### config.mk
export PLATFORM = sky130hd
export DESIGN_NAME = tx_ring_buffer_dma_segmenter
export DESIGN_NICKNAME = d
export VERILOG_FILES = /design/src/design/txrbds_pkg.sv /design/src/design/tx_ring_buffer_dma_segmenter.sv /design/src/design/txrbds_ram.sv /design/src/design/txrbds_ctrl.sv /design/src/design/txrbds_dpath.sv
export SDC_FILE = /design/constraint.sdc
export NUM_CORES = 2
export LEC_CHECK = 0
export BUFFER_PORTS_ARGS = -buffer_cell sky130_fd_sc_hd__buf_2
export CAP_MARGIN = 5
export CORE_MARGIN = 4
export CORE_UTILIZATION = 35
export CTS_BUF_LIST = sky130_fd_sc_hd__clkbuf_16
export CTS_CLUSTER_DIAMETER = 80
export DETAILED_ROUTE_END_ITERATION = 16
export GPL_ROUTABILITY_DRIVEN = 0
export PLACE_DENSITY = 0.52
export SYNTH_ARGS = -nofsm -noshare
export SYNTH_HDL_FRONTEND = slang
export SYNTH_HIERARCHICAL = 1
export SYNTH_SLANG_ARGS = --single-unit
export TNS_END_PERCENT = 10
### constraint.sdc
create_clock -name clk -period 7.45 [get_ports clk]
set_input_delay 1.8625 -clock clk [delete_from_list [all_inputs] [get_ports clk]]
set_output_delay 1.8625 -clock clk [all_outputs]
set_load 0.03 [all_outputs]
### src/design/txrbds_pkg.sv
// ----------------------------------------------------------------------------
// txrbds_pkg
// Shared types and codes of the transmit ring DMA segmenter.
// ----------------------------------------------------------------------------
package txrbds_pkg;

  localparam int FETCH_SPAN = 256;

  localparam logic [1:0] KIND_PUT   = 2'd0;
  localparam logic [1:0] KIND_DONE  = 2'd1;
  localparam logic [1:0] KIND_FETCH = 2'd2;

  typedef struct packed {
    logic [1:0] kind;
    logic [7:0] byte_in;
    logic [7:0] fetch_index;
  } in_item_t;

  typedef struct packed {
    logic       accepted;
    logic       full_res;
    logic       segment_started;
    logic [7:0] segment_start;
    logic [8:0] segment_length;
    logic       dma_busy;
    logic [7:0] fetch_byte;
  } out_item_t;

  typedef struct packed {
    logic capture;
    logic read;
    logic commit;
  } cmd_t;

  typedef struct packed {
    logic is_fetch;
  } status_t;

endpackage

### src/design/tx_ring_buffer_dma_segmenter.sv
// ----------------------------------------------------------------------------
// tx_ring_buffer_dma_segmenter
// Transmit byte ring that hands a DMA engine contiguous segments.
//
//   channel  direction  handshake             payload
//   in       input      in_valid / in_stall   txrbds_pkg::in_item_t
//   out      output     out_valid / out_stall txrbds_pkg::out_item_t
//
// put, done and unused kinds are captured, then executed into the output
// register; a fetch also passes through the store's read register first.
// one transaction is in work at a time; while a finished result waits in the
// output register the next transaction is captured and holds until it frees.
// rst clears the pointers, the segment length and the handshake flags; the
// byte store is not cleared.
// ----------------------------------------------------------------------------
module tx_ring_buffer_dma_segmenter #(
  parameter int DEPTH = 256
) (
  input  logic                  clk,
  input  logic                  rst,
  input  logic                  in_valid,
  output logic                  in_stall,
  input  txrbds_pkg::in_item_t  in_item,
  output logic                  out_valid,
  input  logic                  out_stall,
  output txrbds_pkg::out_item_t out_item
);
  import txrbds_pkg::*;

  cmd_t    cmd;
  status_t status;

  txrbds_ctrl u_ctrl (
    .clk      (clk),
    .rst      (rst),
    .in_valid (in_valid),
    .in_stall (in_stall),
    .out_valid(out_valid),
    .out_stall(out_stall),
    .cmd      (cmd),
    .status   (status)
  );

  txrbds_dpath #(
    .DEPTH(DEPTH)
  ) u_dpath (
    .clk     (clk),
    .rst     (rst),
    .in_item (in_item),
    .cmd     (cmd),
    .status  (status),
    .out_item(out_item)
  );

endmodule

### src/design/txrbds_ram.sv
// ----------------------------------------------------------------------------
// txrbds_ram
// Generic single-write, single-read RAM with registered read data.
// ----------------------------------------------------------------------------
module txrbds_ram #(
  parameter int WIDTH = 8,
  parameter int DEPTH = 256
) (
  input  logic                     clk,
  input  logic                     we,
  input  logic [$clog2(DEPTH)-1:0] waddr,
  input  logic [WIDTH-1:0]         wdata,
  input  logic                     re,
  input  logic [$clog2(DEPTH)-1:0] raddr,
  output logic [WIDTH-1:0]         rdata
);

  logic [WIDTH-1:0] mem [DEPTH];

  always_ff @(posedge clk) begin
    if (we) begin
      mem[waddr] <= wdata;
    end
    if (re) begin
      rdata <= mem[raddr];
    end
  end

endmodule

### src/design/txrbds_ctrl.sv
// ----------------------------------------------------------------------------
// txrbds_ctrl
// Sequencer: takes one transaction, executes it, loads the output register.
// ----------------------------------------------------------------------------
module txrbds_ctrl (
  input  logic              clk,
  input  logic              rst,
  input  logic              in_valid,
  output logic              in_stall,
  output logic              out_valid,
  input  logic              out_stall,
  output txrbds_pkg::cmd_t    cmd,
  input  txrbds_pkg::status_t status
);
  import txrbds_pkg::*;

  localparam logic [1:0] ST_IDLE = 2'd0;
  localparam logic [1:0] ST_RUN  = 2'd1;
  localparam logic [1:0] ST_READ = 2'd2;

  logic [1:0] state;
  logic [1:0] state_next;
  logic       out_free;

  assign out_free = !out_valid || !out_stall;
  assign in_stall = state != ST_IDLE;

  always_comb begin
    state_next  = state;
    cmd.capture = 1'b0;
    cmd.read    = 1'b0;
    cmd.commit  = 1'b0;
    case (state)
      ST_IDLE: begin
        if (in_valid) begin
          cmd.capture = 1'b1;
          state_next  = ST_RUN;
        end
      end
      ST_RUN: begin
        if (status.is_fetch) begin
          cmd.read   = 1'b1;
          state_next = ST_READ;
        end else if (out_free) begin
          cmd.commit = 1'b1;
          state_next = ST_IDLE;
        end
      end
      ST_READ: begin
        if (out_free) begin
          cmd.commit = 1'b1;
          state_next = ST_IDLE;
        end
      end
      default: begin
        state_next = ST_IDLE;
      end
    endcase
  end

  always_ff @(posedge clk) begin
    if (rst) begin
      state     <= ST_IDLE;
      out_valid <= 1'b0;
    end else begin
      state <= state_next;
      if (cmd.commit) begin
        out_valid <= 1'b1;
      end else if (!out_stall) begin
        out_valid <= 1'b0;
      end
    end
  end

endmodule

### src/design/txrbds_dpath.sv
// ----------------------------------------------------------------------------
// txrbds_dpath
// Ring pointers, segment tracking, byte store and output register.
// ----------------------------------------------------------------------------
module txrbds_dpath #(
  parameter int DEPTH = 256
) (
  input  logic                  clk,
  input  logic                  rst,
  input  txrbds_pkg::in_item_t  in_item,
  input  txrbds_pkg::cmd_t      cmd,
  output txrbds_pkg::status_t   status,
  output txrbds_pkg::out_item_t out_item
);
  import txrbds_pkg::*;

  localparam int AW = $clog2(DEPTH);
  localparam int LW = $clog2(DEPTH + 1);
  localparam int SW = AW + 1;

  in_item_t       item;
  logic [AW-1:0]  head;
  logic [AW-1:0]  tail;
  logic [LW-1:0]  inflight;

  logic [AW-1:0]  head_next;
  logic [AW-1:0]  tail_next;
  logic [LW-1:0]  inflight_next;
  logic [AW-1:0]  tail_adv;
  logic           put_ok;
  logic           accepted;
  logic           started;
  logic           launch;
  logic [AW-1:0]  start_idx;
  logic [SW-1:0]  sum;
  logic           full;
  logic           ram_we;
  logic [AW-1:0]  fetch_map [FETCH_SPAN];
  logic [7:0]     rdata;

  function automatic logic [AW-1:0] ring_next(input logic [AW-1:0] i);
    ring_next = (i == AW'(DEPTH - 1)) ? '0 : i + 1'b1;
  endfunction

  for (genvar g = 0; g < FETCH_SPAN; g++) begin : g_fetch_map
    assign fetch_map[g] = AW'(g % DEPTH);
  end

  assign status.is_fetch = item.kind == KIND_FETCH;
  assign tail_adv        = ring_next(tail);
  assign put_ok          = tail_adv != head;
  assign sum             = SW'(head) + SW'(inflight);

  always_comb begin
    head_next     = head;
    tail_next     = tail;
    inflight_next = inflight;
    accepted      = 1'b0;
    started       = 1'b0;
    launch        = 1'b0;
    start_idx     = '0;
    case (item.kind)
      KIND_PUT: begin
        if (put_ok) begin
          tail_next = tail_adv;
          accepted  = 1'b1;
          launch    = inflight == '0;
        end
      end
      KIND_DONE: begin
        head_next = (sum >= SW'(DEPTH)) ? AW'(sum - SW'(DEPTH)) : AW'(sum);
        launch    = 1'b1;
      end
      default: begin
      end
    endcase
    if (launch) begin
      if (head_next == tail_next) begin
        inflight_next = '0;
      end else begin
        started   = 1'b1;
        start_idx = head_next;
        if (tail_next < head_next) begin
          inflight_next = LW'(DEPTH) - LW'(head_next);
        end else begin
          inflight_next = LW'(tail_next) - LW'(head_next);
        end
      end
    end
  end

  assign full   = ring_next(tail_next) == head_next;
  assign ram_we = cmd.commit && (item.kind == KIND_PUT) && put_ok;

  txrbds_ram #(
    .WIDTH(8),
    .DEPTH(DEPTH)
  ) u_store (
    .clk  (clk),
    .we   (ram_we),
    .waddr(tail),
    .wdata(item.byte_in),
    .re   (cmd.read),
    .raddr(fetch_map[item.fetch_index]),
    .rdata(rdata)
  );

  always_ff @(posedge clk) begin
    if (cmd.capture) begin
      item <= in_item;
    end
    if (cmd.commit) begin
      out_item.accepted        <= accepted;
      out_item.full_res        <= full;
      out_item.segment_started <= started;
      out_item.segment_start   <= 8'(start_idx);
      out_item.segment_length  <= 9'(inflight_next);
      out_item.dma_busy        <= inflight_next != '0;
      out_item.fetch_byte      <= (item.kind == KIND_FETCH) ? rdata : 8'd0;
    end
  end

  always_ff @(posedge clk) begin
    if (rst) begin
      head     <= '0;
      tail     <= '0;
      inflight <= '0;
    end else if (cmd.commit) begin
      head     <= head_next;
      tail     <= tail_next;
      inflight <= inflight_next;
    end
  end

endmodule
# Word level (Yosys, flattened, before mapping)
# Memories as Yosys holds them, arrays and structs flattened. A register that Yosys moved wholly into a read port is not among the register bits.
# Index checks and enable logic that the tools add are counted.
[word_totals]
register_bits = 75
mem_bits_rw = 2048
rom_bits = 2048
in_bits = 22
output_inout_bits = 31
word_cells = 80
mem_count = 2
[op_classes]
addsub = 6
n_lt_le_gt_ge = 3
eq_ne = 11
muxes = 30
bitwise = 2
reduce_logical = 11
[mem_list]
columns = ["name", "depth", "width", "read_ports", "rd_clocked_by_memory_dff", "wr", "line", "text"]
rows = [
  ["(no name shown)", 256, 8, 1, 0, 0, "txrbds_dpath.sv:104", ".raddr(fetch_map[item.fetch_index]),"],
  ["u_dpath.u_store.mem", 256, 8, 1, 1, 1, "txrbds_ram.sv:18", "logic [WIDTH-1:0] mem [DEPTH];"],
]
[ops]
columns = ["cell", "n"]
rows = [
  ["$mux W8", 8],
  ["$mux W9", 3],
  ["$ge A9 B9 Y1 const B", 2],
  ["$add A8 B1 Y8 const B", 2],
  ["$eq A8 B8 Y1", 2],
  ["$eq A8 B8 Y1 const B", 2],
  ["$mux W1", 13],
  ["$add A8 B9 Y9", 1],
  ["$logic_not A9 Y1", 1],
  ["$not A8 Y9", 1],
  ["$reduce_bool A9 Y1", 1],
  ["$sub A8 B8 Y9", 1],
  ["$sub A9 B8 Y9 const A", 1],
  ["$lt A8 B8 Y1", 1],
  ["$ne A8 B8 Y1", 1],
  ["$sub A8 B1 Y8 const B", 1],
  ["$mux W2", 3],
  ["$pmux W2 S3", 1],
  ["$eq A2 B1 Y1 const B", 2],
  ["$eq A2 B2 Y1 const B", 2],
  ["$logic_not A2 Y1", 2],
  ["$pmux W1 S2", 2],
  ["$logic_and A1 B1 Y1", 2],
  ["$logic_not A1 Y1", 2],
  ["6 further kinds", 6],
]

# Longest topological paths before layout
[logic_depth]
ltp_word = 10
mapped_depth = 22
mapped_depth_nobuf = 19

# Hierarchy
# The synthesis kept the hierarchy.
[by_module_without_submodules]
columns = ["mod", "instances", "cells_per_inst", "area_each_um2", "seq_area_each_um2"]
rows = [
  ["txrbds_ram", 1, 3733, 79636.4, 61739.2],
  ["txrbds_dpath", 1, 486, 4629.4, 1911.8],
  ["txrbds_ctrl", 1, 28, 245.2, 60.1],
]

# Least setup slack after synthesis
# OpenSTA, ideal clock, no wires.
[synth_path]
kind = "input -> register"
from = "in out_stall"
to = "mem u_dpath.u_store.mem[234][0] (enable)"
setup_time_ns = 0.370
arrival_time_ns = 5.513
required_ns = 7.080
setup_slack_ns = 1.566
stages = 8
path_buffers = 3
path_cell_list = "a21oi_1 > nand2_1 > inv_1 > clkbuf_1 > buf_1 > nand3_1 > clkbuf_1 > nor2_1"
[synth_between]
elab_chain_len = 9
[synth_lines]
columns = ["item", "line", "text"]
rows = [
  ["from (decl)", "tx_ring_buffer_dma_segmenter.sv:25", "input logic out_stall,"],
  ["$logic_not A1 Y1 *", "txrbds_ctrl.sv:25", "assign out_free = !out_valid || !out_stall;"],
  ["$logic_or A1 B1 Y1 *", "txrbds_ctrl.sv:25", ""],
  ["$mux W1 *", "txrbds_ctrl.sv:44, txrbds_ctrl.sv:50", ""],
  ["$mux W1", "txrbds_ctrl.sv:41", "if (status.is_fetch) begin"],
  ["$pmux W1 S2 *", "txrbds_ctrl.sv:33", "case (state)"],
  ["$logic_and A1 B1 Y1 * (2 in series)", "txrbds_dpath.sv:93", "assign ram_we = cmd.commit && (item.kind == KIND_PUT) && put_ok;"],
  ["named net u_dpath.ram_we", "txrbds_dpath.sv:37", "logic ram_we;"],
  ["$mux W1 *", "txrbds_ram.sv:21", "if (we) begin"],
  ["$mux W1 (implied by the code) *", "txrbds_ram.sv:22", "mem[waddr] <= wdata;"],
  ["to (decl)", "txrbds_ram.sv:18", ""],
]
# Mark *: on every way through the listed nets, which the timed path passes. The rest lies on a longest branch.

# Final worst setup path
[layout_path]
from = "reg u_dpath.tail[0]"
to = "reg, netlist name u_dpath/out_item[8]"
[layout_between]
elab_chain_len = 10
[layout_lines]
columns = ["item", "line", "text"]
rows = [
  ["from (decl)", "txrbds_dpath.sv:23", "logic [AW-1:0] tail;"],
  ["from (signal assigned)", "txrbds_dpath.sv:130", "tail <= tail_next;"],
  ["$add A8 B1 Y8 / $eq A8 B8 Y1 (equally long branches)", "txrbds_dpath.sv:42", "ring_next = (i == AW'(DEPTH - 1)) ? '0 : i + 1'b1;"],
  ["$mux W8", "txrbds_dpath.sv:42", ""],
  ["$ne A8 B8 Y1", "txrbds_dpath.sv:51", "assign put_ok = tail_adv != head;"],
  ["$mux W8", "txrbds_dpath.sv:64", "if (put_ok) begin"],
  ["$mux W8", "txrbds_dpath.sv:62", "case (item.kind)"],
  ["$sub A8 B8 Y9 / $lt A8 B8 Y1 (equally long branches)", "txrbds_dpath.sv:86, txrbds_dpath.sv:83", ""],
  ["$mux W9", "txrbds_dpath.sv:83", "if (tail_next < head_next) begin"],
  ["$mux W9", "txrbds_dpath.sv:78", "if (head_next == tail_next) begin"],
  ["$mux W9 *", "txrbds_dpath.sv:77", "if (launch) begin"],
  ["$reduce_bool A9 Y1 *", "txrbds_dpath.sv:118", "out_item.dma_busy <= inflight_next != '0;"],
]
# Mark *: on every way between the ends. The rest lies on a longest branch, timed or not.
# A chain may end at the register's enable or synchronous reset.

==> metrics.yaml <==
wl_mm: 224
drc_errors: 0
placed_area_um2: 88300
p_clk_frac: 0.414
dp_cells: 7328
start_util: 0.352
worstMarginPinSlew_ns: 1.35
synth-seq-cells: 2131
rows: 180
cts_resized: 0
ctsHoldBuffers: 0
clock_skew_ns: 0.0444
hold_violations: 0
numCtsBuffers: 217
synth_cell_types: 96
dr.pass1.iters: 5
synth_ff_type: "edfxtp_1"
cts_buffer_depth: 3
critPathSlowestCell: "dfxtp_1"
cp_max_fo: 21
combPwrFrac: 0.056
hpwl_mm: 133
required_ns: 8.03
syn_area_per_cell_um2: 19.9
worst_path_largest_cell_delay_ns: 0.79
fmax_mhz: 145
antenna_found_initial: 15
synth_edf_count: 2103
status: "finished clean"
power.internal_uw: 19500
r2r_cells: 18
p_switching_uw: 5550
syn_nets: 4291
drv_cap: 0
setup-tns-final_ns: 0
grt_usage: 0.176
holdCritPathClass: "flop to flop"
dieArea_um2: 249000
grt_setup_unrepaired: "no"
grt_pass1_wl_mm: 320
crit_arrival_ns: 7.48
holdPathStages: 1
critPathKind: "flop to flop"
die_h_um: 499
async_flop_share: 0
fin_total_pwr_uw: 25000
syn-cell-area_um2: 84500
drive_gt1_frac: 0.211
fp.coreArea_um2: 240000
grt_start_max_net_pins: 189
power_frac_seq: 0.530
clockRootBuffer: "clkbuf_16"
cts_max_level: 4
setup_viol: 0
io_buffers: 52
period_share: 0.926
path_cells: "ha_1 > xor3_1 > a311oi_1 > o2111a_1 > nand3_2 > o211ai_1 > xor2_1 > inv_1 > ha_1 > a31oi_1 > nand2_1 > a311oi_1 > nor2_1 > a311o_1 > nor2_8 > mux2_2 > a2111oi_0 > nand4_1"
area.growth.synth_to_final_pct: 12.5
ys_seq_area_frac: 0.754
nNetsFinal: 4407
synth_warnings: 6
finalCoreUtilization: 0.396
end_kind: "flop"
die_x_um: 499
switching_share: 0.222
fin_area_um2: 95100
vdd_drop_max_v: 0.000213
clock_latency_ns: 0.86
grt_pass1_vias: 42500
pin_count: 53
post-cts-setup-buffers: 0
clkTransAtPathRegs_ns: 0.07
cts.sinks: 2131
synth_cells: 4247
relSlewSlack: 0.0978
slew_viol_final: 0
stdcell_count: 7725
initialDrtViolationCount: 4798
wire_per_inst_um: 29.0
p_leak_uw: 0.0292
vias_per_cell: 5.50
cts_tree: "done"
routed-via-count: 42500
grt_overflow: 0
period_needed_ns: 6.90
ff2ff_setup_slack_ns: 0.55
cellPowerDensity_nw_per_um2: 263
drtAntennaViolNets: 0
cp-start-kind: "flop"
==> sequential cells by signal, indices dropped and copies added (netlist names) <==
name and flops:
u_ctrl/out_valid 1, u_ctrl/state 2, u_dpath/head 8, u_dpath/inflight 9, u_dpath/item 18, u_dpath/out_item 29
u_dpath/tail 8, u_dpath/u_store/mem 2048, u_dpath/u_store/rdata 8
==> layout make-up <==
type	count	area, um2
Clock buffer	220	5510
Antenna cell	1	2.50
Tap cell	3185	3990
Fill cell	21400	145000
Inverter	29	111
Timing Repair Buffer	153	1230
Multi-Input combinational cell	1831	19300
Clock inverter	175	1250
Sequential cell	2131	63700
==> power by group through the flow <==
stage               combinational (uW)  sequential, uW  clock, uW
finish                            1410           13300      10400
global route                      1500           13300      11100
CTS                               1430           13300      10600
detailed placement                1430           13500          0
global placement                  1420           13500          0
floorplan                          809           13600          0
==> layout by cell type (no fill, tap or decap), types with 16 or more instances in the layout <==
| cell type | n |
|---|---|
| nand2_1 | 66 |
| clkinv_2 | 41 |
| nor2b_1 | 33 |
| a21oi_1 | 124 |
| nor4_1 | 25 |
| edfxtp_1 | 2103 |
| nor2_1 | 341 |
| xnor2_1 | 28 |
| nand3_1 | 43 |
| a211oi_1 | 27 |
| o22ai_1 | 29 |
| o211ai_1 | 20 |
| o221ai_1 | 47 |
| buf_12 | 17 |
| clkbuf_16 | 220 |
| nand2b_1 | 16 |
| mux4_2 | 454 |
| ha_1 | 20 |
| mux2i_1 | 140 |
| nor3_1 | 39 |
| inv_1 | 78 |
| clkinv_1 | 46 |
| o21ai_0 | 20 |
| and2_1 | 17 |
| dfxtp_1 | 28 |
| buf_4 | 83 |
| a22oi_1 | 134 |
| buf_2 | 52 |
| nand4_1 | 16 |
==> worst max-delay path, delay by kind of cell (launching register included) <==
family,cells,cell delay (ns)
flops,1,0.79
xor+xnor,2,0.84
compound gates,7,2.82
buf+inv,1,0.23
simple gates,5,0.70
fa+ha+maj,2,0.85
mux,1,0.37
==> cell usage after synthesis (31+ instances only) <==
cell type | instances | area, um2
a22oi_1 | 134 | 1010
o221ai_1 | 47 | 412
nand2_1 | 66 | 248
clkbuf_1 | 122 | 458
a21oi_1 | 125 | 626
mux4_2 | 454 | 10200
nor2b_1 | 37 | 231
nor3_1 | 39 | 195
mux2i_1 | 140 | 1400
nor4_1 | 31 | 194
buf_2 | 39 | 195
edfxtp_1 | 2103 | 63200
nand3_1 | 49 | 245
nor2_1 | 344 | 1290
==> through the flow <==
step	worst slack, ns	hold slack [ns]
6_report	0.550	0.529
5_1_grt	0.0836	0.550
4_1_cts	0.727	0.529
3_5_place_dp	0.744	0.518
3_3_place_gp	0.822	0.515
2_1_floorplan	1.57	0.481
==> per-layer routing <==
metal | routed length, um | global-route usage | vias to the layer above
met5 | 0 | 0 | -
met4 | 4450 | 0.0422 | 0
met3 | 15100 | 0.0323 | 257
met2 | 107000 | 0.280 | 1457
met1 | 97500 | 0.253 | 22900
li1 | - | - | 17900
==> final timing paths <==
kind / endpoint / from
setup / recovery: u_dpath/out_item[8]$_DFFE_PP_ / u_dpath/tail[0]$_SDFFE_PP0P_
setup reg to reg: u_dpath/out_item[8]$_DFFE_PP_ / u_dpath/tail[0]$_SDFFE_PP0P_
hold reg to reg: u_dpath/out_item[1]$_SDFFCE_PN0P_ / u_dpath/u_store/rdata[1]$_DFFE_PP_
hold / removal: u_dpath/out_item[1]$_SDFFCE_PN0P_ / u_dpath/u_store/rdata[1]$_DFFE_PP_
==> kinds of logic after synthesis <==
family,count (synthesis),synth area share
flip-flops,2131,0.754
XOR/XNOR,38,0.00412
multiplexers,602,0.139
buffers and inverters,285,0.0198
AO/OA/AOI/OAI,510,0.0431
adder cells (fa/ha/maj),24,0.00367
AND/OR/NAND/NOR,657,0.0364
Power figures use the tool's default switching activity.
